<file path="src/hdl/smx_pkg.sv">
// Shared type, constants and helper function for the row softmax normalizer.
package smx_pkg;

  localparam int ROW_MAX = 16;
  localparam int IDX_W = $clog2(ROW_MAX);
  localparam int CNT_W = $clog2(ROW_MAX + 1);
  localparam int ElemW = 16;
  localparam int ExpW = 17;
  localparam int SumW = 21;
  localparam int ProbW = 16;
  localparam logic [16:0] Log2eQ16 = 17'd94548;

  typedef enum logic [2:0] {
    ST_LOAD,
    ST_EXP_RD,
    ST_EXP_WR,
    ST_DIV_RD,
    ST_DIV_RUN,
    ST_OUT
  } smx_state_t;

  // Table of 2^(-i/16) in Q16.
  function automatic logic [16:0] pow2_lut(input logic [4:0] i);
    logic [16:0] v;
    case (i)
      5'd0: v = 17'd65536;
      5'd1: v = 17'd62757;
      5'd2: v = 17'd60097;
      5'd3: v = 17'd57549;
      5'd4: v = 17'd55109;
      5'd5: v = 17'd52773;
      5'd6: v = 17'd50535;
      5'd7: v = 17'd48393;
      5'd8: v = 17'd46341;
      5'd9: v = 17'd44376;
      5'd10: v = 17'd42495;
      5'd11: v = 17'd40693;
      5'd12: v = 17'd38968;
      5'd13: v = 17'd37316;
      5'd14: v = 17'd35734;
      5'd15: v = 17'd34219;
      5'd16: v = 17'd32768;
      default: v = 17'd0;
    endcase
    return v;
  endfunction

endpackage

</file>
<file path="src/hdl/smx_in_if.sv">
// Input channel interface carrying one row element per item.
interface smx_in_if;
  logic valid;
  logic ready;
  logic signed [15:0] element_value;
  modport source (output valid, output element_value, input ready);
  modport sink (input valid, input element_value, output ready);
endinterface

</file>
<file path="src/hdl/smx_out_if.sv">
// Result channel interface carrying one probability per item.
interface smx_out_if;
  logic valid;
  logic ready;
  logic [15:0] probability;
  logic [3:0] element_index;
  logic last_in_row;
  modport source (output valid, output probability, output element_index,
                  output last_in_row, input ready);
  modport sink (input valid, input probability, input element_index,
                input last_in_row, output ready);
endinterface

</file>
<file path="src/hdl/softmax_row_normalizer.sv">
// Top level of the row softmax normalizer.
// Elements of a row are accepted one per cycle into a 16-entry row memory
// while the row maximum is tracked. The element that completes the row
// (row_length, clamped to 1..16) starts an exponent pass over the memory,
// then a division pass in which each element in turn is divided (one
// quotient bit a cycle in a shared divider) and then sent over the output
// handshake. No input is taken until the row's last result has left.
module softmax_row_normalizer (
  input  logic       clk,
  input  logic       rst_n,
  input  logic       cfg_we,
  input  logic [4:0] cfg_wdata,
  smx_in_if.sink     in_ch,
  smx_out_if.source  out_ch
);
  import smx_pkg::*;

  logic [ElemW-1:0] row_mem [ROW_MAX];
  logic [ExpW-1:0]  exp_mem [ROW_MAX];
  logic [ElemW-1:0] row_rd_r;
  logic [ExpW-1:0]  exp_rd_r;

  smx_state_t state_r, state_nxt;
  logic [4:0]         len_r;
  logic [CNT_W-1:0]   fill_r, fill_nxt;
  logic [CNT_W-1:0]   count_r, count_nxt;
  logic [CNT_W-1:0]   idx_r, idx_nxt;
  logic signed [15:0] max_r, max_nxt;
  logic [SumW-1:0]    sum_r, sum_nxt;
  logic [ProbW-1:0]   prob_r, prob_nxt;
  logic               wait_r, wait_nxt;

  logic [CNT_W-1:0]   eff_len;
  logic [IDX_W-1:0]   wr_slot;
  logic               accept;
  logic               exp_we;
  logic [ExpW-1:0]    exp_val;
  logic               div_start;
  logic               div_done;
  logic [32:0]        div_q;
  logic signed [16:0] diff;

  // Configuration register.
  always_ff @(posedge clk) begin
    if (!rst_n) begin
      len_r <= 5'd16;
    end else if (cfg_we) begin
      len_r <= cfg_wdata;
    end
  end

  always_comb begin
    if (len_r == 5'd0) eff_len = CNT_W'(1);
    else if (len_r > 5'(ROW_MAX)) eff_len = CNT_W'(ROW_MAX);
    else eff_len = CNT_W'(len_r);
  end

  assign accept  = in_ch.valid && in_ch.ready;
  assign wr_slot = (fill_r >= CNT_W'(ROW_MAX)) ? IDX_W'(ROW_MAX - 1) : fill_r[IDX_W-1:0];
  assign diff    = 17'(signed'(row_rd_r)) - 17'(max_r);

  // Row and exponent memories with registered read.
  always_ff @(posedge clk) begin
    if (accept) row_mem[wr_slot] <= in_ch.element_value;
    if (exp_we) exp_mem[idx_r[IDX_W-1:0]] <= exp_val;
    row_rd_r <= row_mem[idx_r[IDX_W-1:0]];
    exp_rd_r <= exp_mem[idx_r[IDX_W-1:0]];
  end

  smx_exp_unit u_exp (.clk(clk), .diff(diff), .exp_val(exp_val));

  smx_divider u_div (
    .clk(clk), .rst_n(rst_n), .start(div_start),
    .num(33'(exp_rd_r) * 33'd65535), .den(sum_r),
    .done(div_done), .quot(div_q)
  );

  // Sequencer: load, exponent pass, division and output pass.
  always_comb begin
    state_nxt = state_r;
    fill_nxt = fill_r;
    count_nxt = count_r;
    idx_nxt = idx_r;
    max_nxt = max_r;
    sum_nxt = sum_r;
    prob_nxt = prob_r;
    wait_nxt = wait_r;
    exp_we = 1'b0;
    div_start = 1'b0;
    in_ch.ready = 1'b0;
    out_ch.valid = 1'b0;
    case (state_r)
      ST_LOAD: begin
        in_ch.ready = 1'b1;
        if (in_ch.valid) begin
          if (in_ch.element_value > max_r) max_nxt = in_ch.element_value;
          if (CNT_W'(wr_slot) + CNT_W'(1) >= eff_len) begin
            count_nxt = CNT_W'(wr_slot) + CNT_W'(1);
            idx_nxt = '0;
            sum_nxt = '0;
            state_nxt = ST_EXP_RD;
          end else begin
            fill_nxt = CNT_W'(wr_slot) + CNT_W'(1);
          end
        end
      end
      ST_EXP_RD: begin
        wait_nxt = 1'b0;
        state_nxt = ST_EXP_WR;
      end
      ST_EXP_WR: begin
        // Row read lands here; the exponent is written once it has passed the exponent unit's registered first stage.
        if (!wait_r) begin
          wait_nxt = 1'b1;
        end else begin
          exp_we = 1'b1;
          sum_nxt = sum_r + SumW'(exp_val);
          wait_nxt = 1'b0;
          if (idx_r + CNT_W'(1) == count_r) begin
            idx_nxt = '0;
            state_nxt = ST_DIV_RD;
          end else begin
            idx_nxt = idx_r + CNT_W'(1);
            state_nxt = ST_EXP_RD;
          end
        end
      end
      ST_DIV_RD: begin
        if (!wait_r) begin
          wait_nxt = 1'b1;
        end else begin
          wait_nxt = 1'b0;
          div_start = 1'b1;
          state_nxt = ST_DIV_RUN;
        end
      end
      ST_DIV_RUN: begin
        if (div_done) begin
          if (sum_r == '0) prob_nxt = '0;
          else if (div_q > 33'd65535) prob_nxt = 16'hFFFF;
          else prob_nxt = div_q[15:0];
          state_nxt = ST_OUT;
        end
      end
      ST_OUT: begin
        out_ch.valid = 1'b1;
        if (out_ch.ready) begin
          if (idx_r + CNT_W'(1) == count_r) begin
            fill_nxt = '0;
            max_nxt = 16'sh8000;
            sum_nxt = '0;
            state_nxt = ST_LOAD;
          end else begin
            idx_nxt = idx_r + CNT_W'(1);
            state_nxt = ST_DIV_RD;
          end
        end
      end
      default: state_nxt = ST_LOAD;
    endcase
  end

  always_ff @(posedge clk) begin
    prob_r <= prob_nxt;
    count_r <= count_nxt;
    if (!rst_n) begin
      state_r <= ST_LOAD;
      fill_r <= '0;
      idx_r <= '0;
      max_r <= 16'sh8000;
      sum_r <= '0;
      wait_r <= 1'b0;
    end else begin
      state_r <= state_nxt;
      fill_r <= fill_nxt;
      idx_r <= idx_nxt;
      max_r <= max_nxt;
      sum_r <= sum_nxt;
      wait_r <= wait_nxt;
    end
  end

  assign out_ch.probability   = prob_r;
  assign out_ch.element_index = idx_r[IDX_W-1:0];
  assign out_ch.last_in_row   = (idx_r + CNT_W'(1) == count_r);
endmodule

</file>
<file path="src/hdl/smx_exp_unit.sv">
// Pipelined exponent unit: exp(d) for d <= 0 in Q8.8 giving Q1.16.
module smx_exp_unit (
  input  logic                      clk,
  input  logic signed [16:0]        diff,
  output logic [smx_pkg::ExpW-1:0]  exp_val
);
  import smx_pkg::*;

  logic        zero_r;
  logic [33:0] y_r;
  logic [16:0] hi;
  logic [16:0] lo;
  logic [29:0] prod;
  logic [16:0] m;
  logic [7:0]  n;
  logic [16:0] mag;

  // Stage one: scale the magnitude by log2(e).
  assign mag = 17'(-diff);
  always_ff @(posedge clk) begin
    zero_r <= (diff < -17'sd4096);
    y_r    <= 34'(mag) * 34'(Log2eQ16);
  end

  // Stage two: interpolate the table and shift by the integer part.
  assign hi   = pow2_lut({1'b0, y_r[23:20]});
  assign lo   = pow2_lut(5'({1'b0, y_r[23:20]}) + 5'd1);
  assign prod = 30'(hi - lo) * 30'(y_r[19:8]);
  assign m    = hi - 17'(prod >> 12);
  assign n    = 8'(y_r[33:24]);
  always_comb begin
    if (zero_r || n >= 8'd17) begin
      exp_val = '0;
    end else begin
      exp_val = m >> n;
    end
  end
endmodule

</file>
<file path="src/hdl/smx_divider.sv">
// Restoring divider: floor(num / den), one quotient bit per cycle.
module smx_divider (
  input  logic        clk,
  input  logic        rst_n,
  input  logic        start,
  input  logic [32:0] num,
  input  logic [20:0] den,
  output logic        done,
  output logic [32:0] quot
);
  import smx_pkg::*;

  logic [32:0] q_r, q_nxt;
  logic [21:0] rem_r, rem_nxt;
  logic [5:0]  cnt_r, cnt_nxt;
  logic        busy_r, busy_nxt;
  logic [21:0] trial;

  // One shift-subtract step per cycle.
  always_comb begin
    q_nxt = q_r;
    rem_nxt = rem_r;
    cnt_nxt = cnt_r;
    busy_nxt = busy_r;
    trial = '0;
    if (start) begin
      q_nxt = num;
      rem_nxt = '0;
      cnt_nxt = 6'd33;
      busy_nxt = 1'b1;
    end else if (busy_r) begin
      trial = {rem_r[20:0], q_r[32]};
      if (trial >= {1'b0, den}) begin
        rem_nxt = trial - {1'b0, den};
        q_nxt = {q_r[31:0], 1'b1};
      end else begin
        rem_nxt = trial;
        q_nxt = {q_r[31:0], 1'b0};
      end
      cnt_nxt = cnt_r - 6'd1;
      if (cnt_r == 6'd1) busy_nxt = 1'b0;
    end
  end

  always_ff @(posedge clk) begin
    q_r <= q_nxt;
    rem_r <= rem_nxt;
    if (!rst_n) begin
      busy_r <= 1'b0;
      cnt_r <= '0;
    end else begin
      busy_r <= busy_nxt;
      cnt_r <= cnt_nxt;
    end
  end

  assign done = busy_r && cnt_r == 6'd1;
  assign quot = q_nxt;
endmodule
</file>
<file path="src/flat_wrapper.sv">
// flat-port wrapper written by rule: the top's interface ports become plain ports
module softmax_row_normalizer_flat import smx_pkg::*;
  (clk, rst_n, cfg_we, cfg_wdata, in_ch_valid, in_ch_element_value, in_ch_ready, out_ch_valid, out_ch_probability, out_ch_element_index, out_ch_last_in_row, out_ch_ready);
  smx_in_if in_ch_i ();
  smx_out_if out_ch_i ();
  input  logic clk;
  input  logic rst_n;
  input  logic cfg_we;
  input  logic [4:0] cfg_wdata;
  input wire logic [$bits(in_ch_i.valid)-1:0] in_ch_valid;
  input wire logic [$bits(in_ch_i.element_value)-1:0] in_ch_element_value;
  output wire logic [$bits(in_ch_i.ready)-1:0] in_ch_ready;
  output wire logic [$bits(out_ch_i.valid)-1:0] out_ch_valid;
  output wire logic [$bits(out_ch_i.probability)-1:0] out_ch_probability;
  output wire logic [$bits(out_ch_i.element_index)-1:0] out_ch_element_index;
  output wire logic [$bits(out_ch_i.last_in_row)-1:0] out_ch_last_in_row;
  input wire logic [$bits(out_ch_i.ready)-1:0] out_ch_ready;
  assign in_ch_i.valid = in_ch_valid;
  assign in_ch_i.element_value = in_ch_element_value;
  assign in_ch_ready = in_ch_i.ready;
  assign out_ch_valid = out_ch_i.valid;
  assign out_ch_probability = out_ch_i.probability;
  assign out_ch_element_index = out_ch_i.element_index;
  assign out_ch_last_in_row = out_ch_i.last_in_row;
  assign out_ch_i.ready = out_ch_ready;
  softmax_row_normalizer u_core (.clk(clk), .rst_n(rst_n), .cfg_we(cfg_we), .cfg_wdata(cfg_wdata), .in_ch(in_ch_i), .out_ch(out_ch_i));
endmodule
</file>
<file path="config.mk">
export PLATFORM = sky130hd
export DESIGN_NAME = softmax_row_normalizer_flat
export DESIGN_NICKNAME = d
export VERILOG_FILES = /design/src/hdl/smx_pkg.sv /design/src/hdl/smx_in_if.sv /design/src/hdl/smx_out_if.sv /design/src/hdl/softmax_row_normalizer.sv /design/src/hdl/smx_exp_unit.sv /design/src/hdl/smx_divider.sv /design/src/flat_wrapper.sv
export SDC_FILE = /design/constraint.sdc
export NUM_CORES = 2
export LEC_CHECK = 0
export ABC_AREA = 1
export BUFFER_PORTS_ARGS = -buffer_cell sky130_fd_sc_hd__buf_2
export CAP_MARGIN = 20
export CORE_MARGIN = 2
export CORE_UTILIZATION = 50
export CTS_BUF_LIST = sky130_fd_sc_hd__clkbuf_8 sky130_fd_sc_hd__clkbuf_16
export DETAILED_ROUTE_END_ITERATION = 10
export PLACE_DENSITY = 0.67
export SYNTH_ARGS = -nofsm -noshare
export SYNTH_HDL_FRONTEND = slang
export SYNTH_HIERARCHICAL = 1
export SYNTH_SLANG_ARGS = --single-unit
export TNS_END_PERCENT = 50
</file>
<file path="constraint.sdc">
create_clock -name clk -period 10.75 [get_ports clk]
set_clock_uncertainty 0.05 [all_clocks]
set_input_delay 0.5375 -clock clk [delete_from_list [all_inputs] [get_ports clk]]
set_output_delay 0.5375 -clock clk [all_outputs]
set_load 0.01 [all_outputs]
</file>
==> out/summary.txt <==
worst path arrival time = 11.23 ns
final hold viol count = 0
DRC Markers = 0
clk sink count = 741
Num CTS Buffers = 81
layout cells sized above 1 = 16.6%
Detailed Place HPWL = 106000 um
TritonCTS clock tree = yes
IO Port Bufs = 48
RePlAce Congestion = 0.961
total routed wirelength = 147000 um
Seq cells post-synth = 741
die width = 331 um
FFs w/ async S/R, synth = 0%
# IOs = 49
Worst setup SP type = flop
Layout area overhead = 16.7%
via count = 41864
remaining global-route overflow = 0
EDFF count, synth = 549
Die ar. = 0.109 mm2
final worst-path cycle share = 100%
met2 Use GR = 46.4%
post-DR wirelength/cell = 19.1 um
HP Class = in -> reg
hold_buf cts = 0
first-pass detailed-route iteration total = 8
Total GRT Usage = 26.9%
Final #Nets = 7089
met3 global-route usage = 3.34%
Finish-stage setup viols = 0
Worst-Skew Late Latency = 0.68 ns
# rows = 119
Max transition margin = 26.7%
Root Buffer Master = clkbuf_16
routing usage on met1 = 35.3%
H-tree levels = 3
Core Region = 0.106 mm2
Yosys Warn Count = 6
outcome = complete, no violations
Post-Synthesis Cells = 5907
chip height = 331 um
Crit. End Element = flop
RSZ-0062 raised after global routing = true
Slew Limit Fails = 0
antenna viol nets, final = 0
CP Max Fanout = 5
MaxCap Viol Count = 0
initial antenna violation count = 18
Fmax = 93.1 MHz
Netlist Area Pre-Place = 0.0534 mm2
pin count of the biggest net entering global routing = 160
syn nets = 6750
worst slew pin tran = 1.10 ns
sequential area share after synthesis = 38.1%
post-route setup TNS = 0 ns
Avg Inst Size Synth = 9.03 um2
Period minus WS final = 10.74 ns
first-pass GRT wire length = 228000 um
GRT Max-Usage Layer = met2
most used cell, CP = nand2_2
vias in the first global route = 41092
via density per instance = 5.43
Max clock buf depth = 3
Critical Path RT = 11.23 ns
slowest cell delay on critical path = 0.55 ns
CP max stage cell = fa_1
initial DRC count = 3095
Setup CP Type = reg -> reg
clock slew at reported path FFs = 0.06 ns
Starting Density = 50.5%
Netlist cell types = 60
Synth Flop Type = edfxtp_1
-- registers in the layout, summed over array words and instances (netlist names), 6 cells and up --
| register | count |
|---|---|
| u_core/u_exp/hi | 17 |
| u_core/max_r | 16 |
| u_core/u_exp/y_r | 24 |
| u_core/u_div/rem_r | 21 |
| u_core/exp_rd_r | 17 |
| u_core/u_div/q_r | 33 |
| u_core/out_ch.probability | 16 |
| u_core/sum_r | 21 |
| u_core/exp_mem | 272 |
| u_core/row_mem | 256 |
| u_core/u_div/cnt_r | 6 |
| u_core/row_rd_r | 16 |
-- synthesized netlist by cell type (37+ instances only) --
| cell | count | area [um2] |
|---|---|---|
| nor3_1 | 49 | 245 |
| xnor2_1 | 37 | 324 |
| nor2_1 | 672 | 2520 |
| o22ai_1 | 133 | 832 |
| nand3_1 | 196 | 981 |
| dfxtp_1 | 192 | 3840 |
| clkbuf_1 | 145 | 544 |
| ha_1 | 415 | 5190 |
| edfxtp_1 | 549 | 16500 |
| nand4_1 | 73 | 457 |
| inv_1 | 924 | 3470 |
| nand2_1 | 1067 | 4010 |
| xor2_1 | 92 | 806 |
| o21ai_0 | 373 | 1870 |
| fa_1 | 402 | 8050 |
| a21oi_1 | 291 | 1460 |
-- layout make-up --
type | count | area, um2
fillers | 9119 | 43300
multi-input cells | 4037 | 30600
flip-flops and latches | 741 | 20300
inverters | 946 | 3590
repair buffers | 439 | 3300
clock buffers | 91 | 2160
well taps | 1391 | 1740
clock inverters | 59 | 509
diodes | 4 | 10.0
-- cell usage in the layout, fill, tap and decap left out, drive strengths merged, types with 21 or more instances in the layout --
| cell type | synthesis | layout |
|---|---|---|
| o21ai | 376 | 376 |
| nand3 | 217 | 217 |
| dfxtp | 192 | 192 |
| nor3 | 53 | 53 |
| xor2 | 94 | 94 |
| o22ai | 133 | 133 |
| ha | 415 | 415 |
| nand2 | 1102 | 1102 |
| inv | 938 | 967 |
| clkinv | 8 | 29 |
| nand3b | 21 | 21 |
| buf | 38 | 439 |
| clkbuf | 145 | 91 |
| edfxtp | 549 | 549 |
| xnor2 | 37 | 37 |
| nor2 | 681 | 681 |
| a21oi | 304 | 304 |
| nand4 | 75 | 75 |
| fa | 402 | 402 |
-- layer usage --
metal,up-vias,wire (um),share of wire [%]
li1,19985,-,-
met1,20374,61600,42
met2,1218,72600,49
met3,279,7880,5.3
met4,8,5080,3.5
met5,-,57,0.039
-- worst max-delay path, delay by kind of cell, from the launching register on --
kind / cells / cell delay, ns
flops: 1 / 0.36
simple gates: 26 / 3.32
compound gates: 9 / 1.03
buf+inv: 16 / 1.73
fa+ha+maj: 11 / 4.10
-- kinds of logic (layout without fill, tap and decap cells) --
| logic type | Yosys count | in the layout | share of synthesized area [%] |
|---|---|---|---|
| and+or+nand+nor | 2181 | 2181 | 17.3 |
| xor gates and xnor gates | 131 | 131 | 2.20 |
| muxes | 6 | 6 | 0.113 |
| DFF | 741 | 741 | 38.1 |
| buffers and inverters | 1129 | 1535 | 8.20 |
| AOI/OAI and AO/OA | 902 | 902 | 9.32 |
| other | 0 | 4 | 0 |
| adders and majority gates | 817 | 817 | 24.8 |
-- metrics by stage --
| stage | utilization (%) | cell area (um2) | hold WS [ns] | std cells | setup slack, ns |
|---|---|---|---|---|---|
| floorplan | - | 53400 | 0.379 | 5907 | -0.0219 |
| global placement | 54.2 | 57200 | 0.395 | 7498 | -0.738 |
| detailed placement | 54.2 | 57200 | 0.425 | 7498 | -0.867 |
| CTS | 57.5 | 60700 | 0.0109 | 7672 | -0.0143 |
| global route | 59.0 | 62300 | 0.0563 | 7706 | -0.554 |
| finish | 59.0 | 62300 | 0.0465 | 7708 | 0.00522 |
-- path summary, 6_finish.rpt --
| check | start | end | slack [ns] | cells after the start |
|---|---|---|---|---|
| max | u_core/u_exp/y_r[21]$_DFF_P_ | u_core/sum_r[7]$_SDFFE_PN0P_ | 0.005 | 62 |
| min | cfg_wdata[4] | u_core/len_r[4]$_SDFFE_PN1P_ | 0.05 | 3 |
| max reg2reg | u_core/u_exp/y_r[21]$_DFF_P_ | u_core/sum_r[7]$_SDFFE_PN0P_ | 0.005 | 62 |
| min reg2reg | u_core/u_div/q_r[17]$_DFF_P_ | u_core/u_div/q_r[17]$_DFF_P_ | 0.43 | 2 |
-- repair_timing --
action | in CTS | in global routing
gates cloned | 1 | 0
hold endpoints to repair | 0 | 0
setup buffers | 23 | 28
gates resized for setup | 150 | 310
pin swaps | 68 | 176
setup endpoints to repair | 20 | 20
Power is not shown: default switching activity piles up to over one toggle a cycle in this logic, so the estimate is an artifact.
